--- config.mk ---
export PLATFORM = sky130hd
export DESIGN_NAME = tbg_update
export DESIGN_NICKNAME = d
export VERILOG_FILES = /design/src/rtl/tbg_pkg.sv /design/src/rtl/tbg_update.sv
export SDC_FILE = /design/constraint.sdc
export NUM_CORES = 2
export LEC_CHECK = 0
export CORE_ASPECT_RATIO = 1.1
export CORE_UTILIZATION = 57
export DETAILED_ROUTE_END_ITERATION = 16
export DONT_BUFFER_PORTS = 1
export PLACE_DENSITY = 0.69
export SLEW_MARGIN = 5
export SYNTH_ARGS = -nofsm -noshare
export SYNTH_HDL_FRONTEND = slang
export SYNTH_SLANG_ARGS = --single-unit
export TNS_END_PERCENT = 50
--- constraint.sdc ---
create_clock -name clock -period 9.1 [get_ports clock]
set_input_delay 1.82 -clock clock [delete_from_list [all_inputs] [get_ports clock]]
set_output_delay 1.82 -clock clock [all_outputs]
set_load 0.1 [all_outputs]
--- src/rtl/tbg_pkg.sv ---
// tbg_pkg: shared types, constants and table helpers for the translation BPR gradient block.
// Used by every module under rtl/. Depends on nothing else.
package tbg_pkg;

   // Default sizes, handed down from the top level parameters
   localparam int MAX_DIM_DEF       = 64;
   localparam int TABLE_SIZE_DEF    = 1024;
   localparam int SIGMOID_RANGE_DEF = 8;

   // Field widths fixed by the item format
   localparam int ELEM_W  = 16;   // Q4.12 embedding element
   localparam int SUM_W   = 17;   // source / target
   localparam int LOSS_W  = 32;   // Q16.16 loss
   localparam int ACC_W   = 48;   // Q24.24 prediction
   localparam int GRAD_W  = 17;   // Q0.16 gradient, 1.0 included
   localparam int DIM_W   = 6;    // dimension index
   localparam int VR_W    = 30;   // prediction offset into the table range
   localparam int PROD_W  = 43;   // offset times table size
   localparam int RECIP_SH = 24;  // reciprocal scaling

   // Configuration register indexes
   localparam logic CSR_MARGIN    = 1'b0;
   localparam logic CSR_MARGIN_EN = 1'b1;

   // Controller states
   typedef enum logic [5:0] {
      ST_LOAD  = 6'b000001,
      ST_DRAIN = 6'b000010,
      ST_START = 6'b000100,
      ST_GWAIT = 6'b001000,
      ST_ISSUE = 6'b010000,
      ST_RWAIT = 6'b100000
   } state_type;

   // One stored dimension
   typedef struct packed {
      logic signed [SUM_W-1:0]  source;
      logic signed [SUM_W-1:0]  target;
      logic signed [LOSS_W-1:0] head_loss;
      logic signed [LOSS_W-1:0] rel_loss;
      logic signed [LOSS_W-1:0] positive_loss;
      logic signed [LOSS_W-1:0] negative_loss;
   } store_word_type;

   // Per-result control from controller to update unit
   typedef struct packed {
      logic [DIM_W-1:0] index;
      logic             last;
      logic             apply;
   } emit_ctrl_type;

   // Saturate a 34-bit sum to 32-bit signed
   function automatic logic [LOSS_W-1:0] sat32(input logic signed [LOSS_W+1:0] x);
      logic [LOSS_W-1:0] r;
      if (x > 34'sh0_7FFF_FFFF)
         r = 32'h7FFF_FFFF;
      else if (x < -34'sh0_8000_0000)
         r = 32'h8000_0000;
      else
         r = x[LOSS_W-1:0];
      return r;
   endfunction

   // Unsigned shift-subtract division, used only for elaboration-time table values
   function automatic logic [63:0] udiv64(input logic [63:0] num, input logic [63:0] dvs);
      logic [63:0] q;
      logic [64:0] r;
      q = '0;
      r = '0;
      for (int i = 63; i >= 0; i--) begin
         r = {r[63:0], num[6'(i)]};
         if (r >= {1'b0, dvs}) begin
            r = r - {1'b0, dvs};
            q[6'(i)] = 1'b1;
         end
      end
      return q;
   endfunction

   // Sigmoid table entry idx, Q0.16, evaluated at elaboration:
   // base e^(-range/size) by a 16-term series, then powers, then 1/(1+e^-x).
   function automatic logic [15:0] sig_entry(input int idx, input int ts, input int rng);
      logic [127:0]        one;
      logic [127:0]        y;
      logic [127:0]        term;
      logic signed [127:0] acc;
      logic [127:0]        b;
      logic [127:0]        e;
      logic [127:0]        den;
      logic [127:0]        s;
      int                  d;
      int                  m;
      one  = 128'd1 << 32;
      y    = 128'(udiv64(64'(rng) << 32, 64'(ts)));
      acc  = one;
      term = one;
      for (int k = 1; k <= 16; k++) begin
         term = 128'(udiv64(64'(term * y), 64'(k) << 32));
         if ((k & 1) == 1)
            acc = acc - $signed(term);
         else
            acc = acc + $signed(term);
      end
      b = acc;
      d = 2 * idx - ts;
      m = (d < 0) ? -d : d;
      if (m > ts)
         m = ts;
      e = one;
      for (int i = 0; i < m; i++)
         e = (e * b + (128'd1 << 31)) >> 32;
      den = one + e;
      s   = 128'(udiv64(64'((128'd1 << 48) + (den >> 1)), 64'(den)));
      if (d < 0)
         s = 128'd65536 - s;
      if (s > 128'd65535)
         s = 128'd65535;
      return s[15:0];
   endfunction

endpackage

--- src/rtl/tbg_update.sv ---
// tbg_update: per-dimension loss update (gradient products, rounding, saturation)
// and the result output register. Depends on tbg_pkg.
module tbg_update import tbg_pkg::*; (
   input  logic              clock,
   input  logic              reset,
   input  logic              rd_valid,
   input  store_word_type    rd_data,
   input  logic [GRAD_W-1:0] grad,
   input  emit_ctrl_type     ctrl,
   output logic              done,
   output logic              rsp_tvalid,
   input  logic              rsp_tready,
   output logic [135:0]      rsp_tdata,
   output logic              rsp_tuser,
   output logic              rsp_tlast
);

   localparam int MW = 35;

   logic                     a_vld_ff;
   logic signed [MW-1:0]     dt_ff, ds_ff;
   store_word_type           word_ff;
   logic                     out_vld_ff;
   logic [135:0]             out_data_ff;
   logic                     out_user_ff;
   logic                     out_last_ff;

   logic signed [MW-1:0]     grad_s;
   logic signed [MW-1:0]     dt_r, ds_r;
   logic signed [LOSS_W+1:0] dt_d, ds_d;
   logic [LOSS_W-1:0]        h_out, r_out, p_out, n_out;

   assign grad_s = $signed({{(MW-GRAD_W){1'b0}}, grad});

   // stage A: gradient products
   always_ff @(posedge clock) begin
      if (reset)
         a_vld_ff <= 1'b0;
      else
         a_vld_ff <= rd_valid;
   end

   always_ff @(posedge clock) begin
      if (rd_valid) begin
         dt_ff   <= grad_s * MW'(rd_data.target);
         ds_ff   <= grad_s * MW'(rd_data.source);
         word_ff <= rd_data;
      end
   end

   // stage B: round to Q16.16 (ties up), saturating adds
   assign dt_r = (dt_ff + MW'(2048)) >>> 12;
   assign ds_r = (ds_ff + MW'(2048)) >>> 12;
   assign dt_d = ctrl.apply ? (LOSS_W+2)'(dt_r) : '0;
   assign ds_d = ctrl.apply ? (LOSS_W+2)'(ds_r) : '0;
   assign h_out = sat32((LOSS_W+2)'(word_ff.head_loss) + dt_d);
   assign r_out = sat32((LOSS_W+2)'(word_ff.rel_loss) + dt_d);
   assign p_out = sat32((LOSS_W+2)'(word_ff.positive_loss) + ds_d);
   assign n_out = sat32((LOSS_W+2)'(word_ff.negative_loss) - ds_d);

   // output register
   always_ff @(posedge clock) begin
      if (reset)
         out_vld_ff <= 1'b0;
      else if (a_vld_ff)
         out_vld_ff <= 1'b1;
      else if (rsp_tready)
         out_vld_ff <= 1'b0;
   end

   always_ff @(posedge clock) begin
      if (a_vld_ff) begin
         out_data_ff <= {2'b00, n_out, p_out, r_out, h_out, ctrl.index};
         out_user_ff <= ctrl.apply;
         out_last_ff <= ctrl.last;
      end
   end

   assign done       = a_vld_ff;
   assign rsp_tvalid = out_vld_ff;
   assign rsp_tdata  = out_data_ff;
   assign rsp_tuser  = out_user_ff;
   assign rsp_tlast  = out_last_ff;

endmodule

==> flow_summary.json <==
{
  "dieWidth_um": 244.0,
  "portBuffers": 0,
  "design.final.nets": 4609,
  "critPathSlowestCell": "sky130_fd_sc_hd__o21ai_0",
  "final.period_utilization_pct": 77.11,
  "postLayoutSetupSlackWorst_ns": 2.083,
  "grt_first_pass_wirelength_um": 140900,
  "layout-drive-gt1-share_pct": 2.159,
  "netlist.area_leader.share_pct": 25.51,
  "cts_post_setup_buffers_inserted": 0,
  "crit_cells": 18,
  "area_delta_synth_final_pct": 4.449,
  "grt_util_overall_pct": 27.31,
  "unrepaired_setup_endpoints_after_global_routing": "no",
  "path_class": "input pin to register",
  "dieArea_mm2": 0.06546,
  "whs_path_depth": 2,
  "critical-path-top-delay-family": "adder cells",
  "synth_top_area_cell": "sky130_fd_sc_hd__edfxtp_1",
  "critPathCaptureType": "register",
  "post-route-min-period_ns": 7.017,
  "height_of_the_die_um": 268.2,
  "hold_viol": 0,
  "r2r_cells": 17,
  "dp_worst_setup_slack_ns": 1.507,
  "initial_utilization_pct": 57.65,
  "synth_flop_cell": "sky130_fd_sc_hd__edfxtp_1",
  "cp_num_buf_inv": 3,
  "max-vdd-ir-drop_mv": 0.4346,
  "dp_hpwl_um": 67590,
  "synth_cells": 3687,
  "power_leakage_nw": 18.08,
  "cap_violations": 0,
  "synthTopCellsByArea": "sky130_fd_sc_hd__edfxtp_1 26%, sky130_fd_sc_hd__fa_1 25%, sky130_fd_sc_hd__ha_1 13%, sky130_fd_sc_hd__inv_1 5.9%, sky130_fd_sc_hd__and2_1 5.3%",
  "clock_power_share_pct": 9.2,
  "root_buffer": "sky130_fd_sc_hd__clkbuf_16",
  "cp_data_required_time_ns": 9.41,
  "cp_cell_sequence": "inv_1 > nor2_1 > fa_1 > fa_1 > fa_1 > fa_1 > fa_1 > inv_1 > fa_1 > inv_1 > ha_1 > and3_1 > nand3_1 > o21ai_0 > a21oi_1 > a311oi_1 > o21ai_0 > o31a_1",
  "worstReg2RegEnd": "rsp_tdata[52]$_SDFFCE_PN1P_",
  "crit-reg2reg-launch": "dt_ff[13]$_DFFE_PP_",
  "critical_path_arrival_ns": 7.33,
  "synth.yosys.seq_area_share_pct": 25.62,
  "fp-row-count": 97,
  "clock_latency_ns": 0.59,
  "postSynthRegisterBits": 314,
  "postRouteAntennaNets": 0,
  "post_drt_wl_per_cell_um": 19.68,
  "cpMostUsedCell": "sky130_fd_sc_hd__fa_1",
  "synth.avg_cell_area_um2": 9.962,
  "gp_routability_congestion": 0.9341,
  "grt_start_max_net_pins": 178,
  "viasPerCell": 5.713,
  "cts.path.max_buffers": 3,
  "grt_antenna_before_repair": 9,
  "outcome": "complete, no violations",
  "htree_num_levels": 1,
  "netlist-cell-type-count": 76,
  "slew_headroom_pct": 28.61,
  "p_switching_mw": 6.746,
  "first_global_vias": 26095,
  "fin_setup_tns_ns": 0,
  "timing.fmax_mhz": 142.5,
  "synth_enable_flop_cells": 312,
  "layout.area.seq_mm2": 0.009413,
  "finalSetupViolCount": 0,
  "floorplan.core_area_mm2": 0.06372,
  "multi_input_comb_area_mm2": 0.02464,
  "share_of_total_power_in_sequential_cells_pct": 23.2,
  "detailroute.via_count": 25490,
  "switching_share_pct": 47.75,
  "cts_buffers": 30,
  "hold_end": "rsp_tdata[6]$_SDFFCE_PN1P_",
  "power_density_mw_per_mm2": 368.2,
  "cts_num_sinks": 314,
  "worst_path_maximum_fanout": 12,
  "tritoncts_clock_tree": "built",
  "worst_slew_pin_slew_ns": 1.071,
  "drc": 0,
  "syn-cell-area_mm2": 0.03673,
  "ys.warnings.count": 0,
  "hold_path.startpoint": "word_ff[96]$_DFFE_PP_",
  "worstHoldPathType": "register to register",
  "async_reset_ff_share_pct": 0,
  "cts_hold_buffers": 0,
  "nFillCells": 5352,
  "globalRoute.totalOverflow": 0,
  "number_of_iterations_in_the_first_detailed_routing_pass": 6,
  "ctsResizeCount": 0,
  "max_transition_viols_final": 0,
  "timing.critical_path.from_type": "input pin",
  "routed_wirelength_um": 87810,
  "comb_power_share_pct": 67.6,
  "internal-power_mw": 7.381,
  "ff2ff_setup_slack_ns": 3.66,
  "clkSlewWorstSetupHoldPaths_ns": 0.07,
  "max_stage_delay_ns": 0.58,
  "clock_skew_ns": 0.02939,
  "drt-initial-drc-count": 1575,
  "num_io_pins": 331
}
## synthesized netlist by cell type, drive strengths merged, types with 4 or more instances
cell / n
a21boi: 6
or3: 10
nand2b: 51
a31oi: 17
nand2: 353
a31o: 5
o31ai: 16
o21a: 26
o41ai: 5
nor2b: 22
fa: 450
xor2: 73
clkbuf: 130
a211o: 4
and3: 38
nand4: 16
a311oi: 5
nand3: 50
xnor2: 117
buf: 6
o211ai: 11
and2: 313
nor2: 129
o211a: 5
o21ai: 119
a221oi: 7
a2111oi: 5
edfxtp: 312
a21o: 160
o21bai: 14
nor3: 27
o31a: 5
o2111ai: 5
inv: 579
ha: 378
a21oi: 150
or2: 9
a211oi: 19
## worst register-to-register path, stage by stage (launching register included)
cell and delay (ns):
sky130_fd_sc_hd__edfxtp_1 0.41, sky130_fd_sc_hd__nand4_1 0.12, sky130_fd_sc_hd__nor2_1 0.21, sky130_fd_sc_hd__nand3_1 0.24, sky130_fd_sc_hd__nor2_1 0.38, sky130_fd_sc_hd__nand3_1 0.15
sky130_fd_sc_hd__xnor2_1 0.13, sky130_fd_sc_hd__and2_1 0.69, sky130_fd_sc_hd__ha_1 0.44, sky130_fd_sc_hd__and2_1 0.21, sky130_fd_sc_hd__and3_1 0.23, sky130_fd_sc_hd__nand4_1 0.14
sky130_fd_sc_hd__o21ai_0 0.10, sky130_fd_sc_hd__a2111oi_0 0.56, sky130_fd_sc_hd__nor2_1 0.12, sky130_fd_sc_hd__o211a_1 0.17, sky130_fd_sc_hd__or3_1 0.63, sky130_fd_sc_hd__o21ai_0 0.29
## final cells by class
| cell class | count | area share, % |
|---|---|---|
| repair buffers | 6 | 0.1174 |
| well taps | 841 | 2.743 |
| flip-flops and latches | 314 | 24.54 |
| multi-input cells | 2659 | 64.23 |
| clock buffers | 37 | 2.081 |
| diodes | 8 | 0.05218 |
| inverters | 579 | 5.665 |
| clock inverters | 18 | 0.5805 |
## cell usage in the layout, fill, tap and decap left out, types with 5 or more instances in the layout
cell | synthesis | routed
sky130_fd_sc_hd__inv_1 | 579 | 579
sky130_fd_sc_hd__fa_1 | 450 | 450
sky130_fd_sc_hd__ha_1 | 378 | 378
sky130_fd_sc_hd__nand2_1 | 353 | 353
sky130_fd_sc_hd__and2_1 | 313 | 313
sky130_fd_sc_hd__edfxtp_1 | 312 | 312
sky130_fd_sc_hd__a21o_1 | 160 | 160
sky130_fd_sc_hd__a21oi_1 | 149 | 149
sky130_fd_sc_hd__nor2_1 | 129 | 129
sky130_fd_sc_hd__xnor2_1 | 117 | 117
sky130_fd_sc_hd__o21ai_0 | 102 | 102
sky130_fd_sc_hd__xor2_1 | 73 | 73
sky130_fd_sc_hd__nand2b_1 | 51 | 51
sky130_fd_sc_hd__nand3_1 | 50 | 50
sky130_fd_sc_hd__and3_1 | 38 | 38
sky130_fd_sc_hd__clkbuf_16 | 0 | 31
sky130_fd_sc_hd__o21a_1 | 26 | 26
sky130_fd_sc_hd__nor3_1 | 27 | 26
sky130_fd_sc_hd__nor2b_1 | 22 | 22
sky130_fd_sc_hd__a211oi_1 | 18 | 18
sky130_fd_sc_hd__a31oi_1 | 17 | 17
sky130_fd_sc_hd__nand4_1 | 16 | 16
sky130_fd_sc_hd__o21ai_1 | 16 | 16
sky130_fd_sc_hd__o31ai_1 | 15 | 15
sky130_fd_sc_hd__o21bai_1 | 14 | 14
sky130_fd_sc_hd__o211ai_1 | 11 | 11
sky130_fd_sc_hd__or3_1 | 10 | 10
sky130_fd_sc_hd__diode_2 | 0 | 8
sky130_fd_sc_hd__or2_2 | 7 | 7
sky130_fd_sc_hd__a21boi_0 | 6 | 6
sky130_fd_sc_hd__clkbuf_1 | 130 | 6
sky130_fd_sc_hd__buf_4 | 2 | 6
sky130_fd_sc_hd__o211a_1 | 5 | 5
sky130_fd_sc_hd__o31a_1 | 5 | 5
sky130_fd_sc_hd__a221oi_1 | 6 | 5
sky130_fd_sc_hd__a311oi_1 | 5 | 5
sky130_fd_sc_hd__o2111ai_1 | 5 | 5
sky130_fd_sc_hd__clkinv_4 | 0 | 5
## per-layer routing
layer | GRT usage [%] | wire length [µm]
met3 | 4.065 | 6664
met5 | 0 | 34
met4 | 5.946 | 1733
met2 | 45.90 | 41150
met1 | 37.54 | 38230
## worst max-delay path by stage
stage	startpoint	end	slack, ns
floorplan	rd_data[153]	ds_ff[33]$_DFFE_PP_	1.49
global placement	rd_data[150]	ds_ff[29]$_DFFE_PP_	1.56
detailed placement	rd_data[150]	ds_ff[33]$_DFFE_PP_	1.51
CTS	rd_data[150]	ds_ff[33]$_DFFE_PP_	2.12
global route	rd_data[144]	dt_ff[34]$_DFFE_PP_	1.65
finish	rd_data[144]	dt_ff[30]$_DFFE_PP_	2.08
## kinds of logic after synthesis
| family | Yosys count | synth area share (%) |
|---|---|---|
| buffers and inverters | 715 | 7.341 |
| other | 1 | 0.01021 |
| muxes | 1 | 0.03066 |
| xor gates and xnor gates | 190 | 4.531 |
| adders and majority gates | 828 | 37.40 |
| AOI/OAI and AO/OA | 607 | 11.00 |
| and+or+nand+nor | 1031 | 14.07 |
| DFF | 314 | 25.62 |
## power groups by stage
stage	registers [mW]	clock network [mW]	logic, mW
finish	3.28	1.31	9.54
global route	3.30	1.37	10.9
CTS	3.28	1.33	9.58
detailed placement	3.31	0	9.49
global placement	3.30	0	9.37
floorplan	3.25	0	7.45
## registers in the layout, indices dropped and copies added, names as in the netlist
register / flops
rsp_tuser: 1
ds_ff: 24
done: 1
dt_ff: 24
rsp_tlast: 1
word_ff: 128
rsp_tvalid: 1
rsp_tdata: 134
## stage by stage
step           total power, mW  instances  utilization (%)  hold slack (ns)  area (µm²)
6_report                 14.13       4462            60.21           0.6903       38360
5_1_grt                  15.58       4456            60.19           0.7239       38350
4_1_cts                  14.19       4454            60.18           0.6902       38340
3_5_place_dp             12.80       4399            58.58           0.6748       37320
3_3_place_gp             12.67       4399            58.58           0.6632       37320
2_1_floorplan            10.70       3688                -           0.6185       36730
No activity file was read; power rests on OpenSTA's default activity.
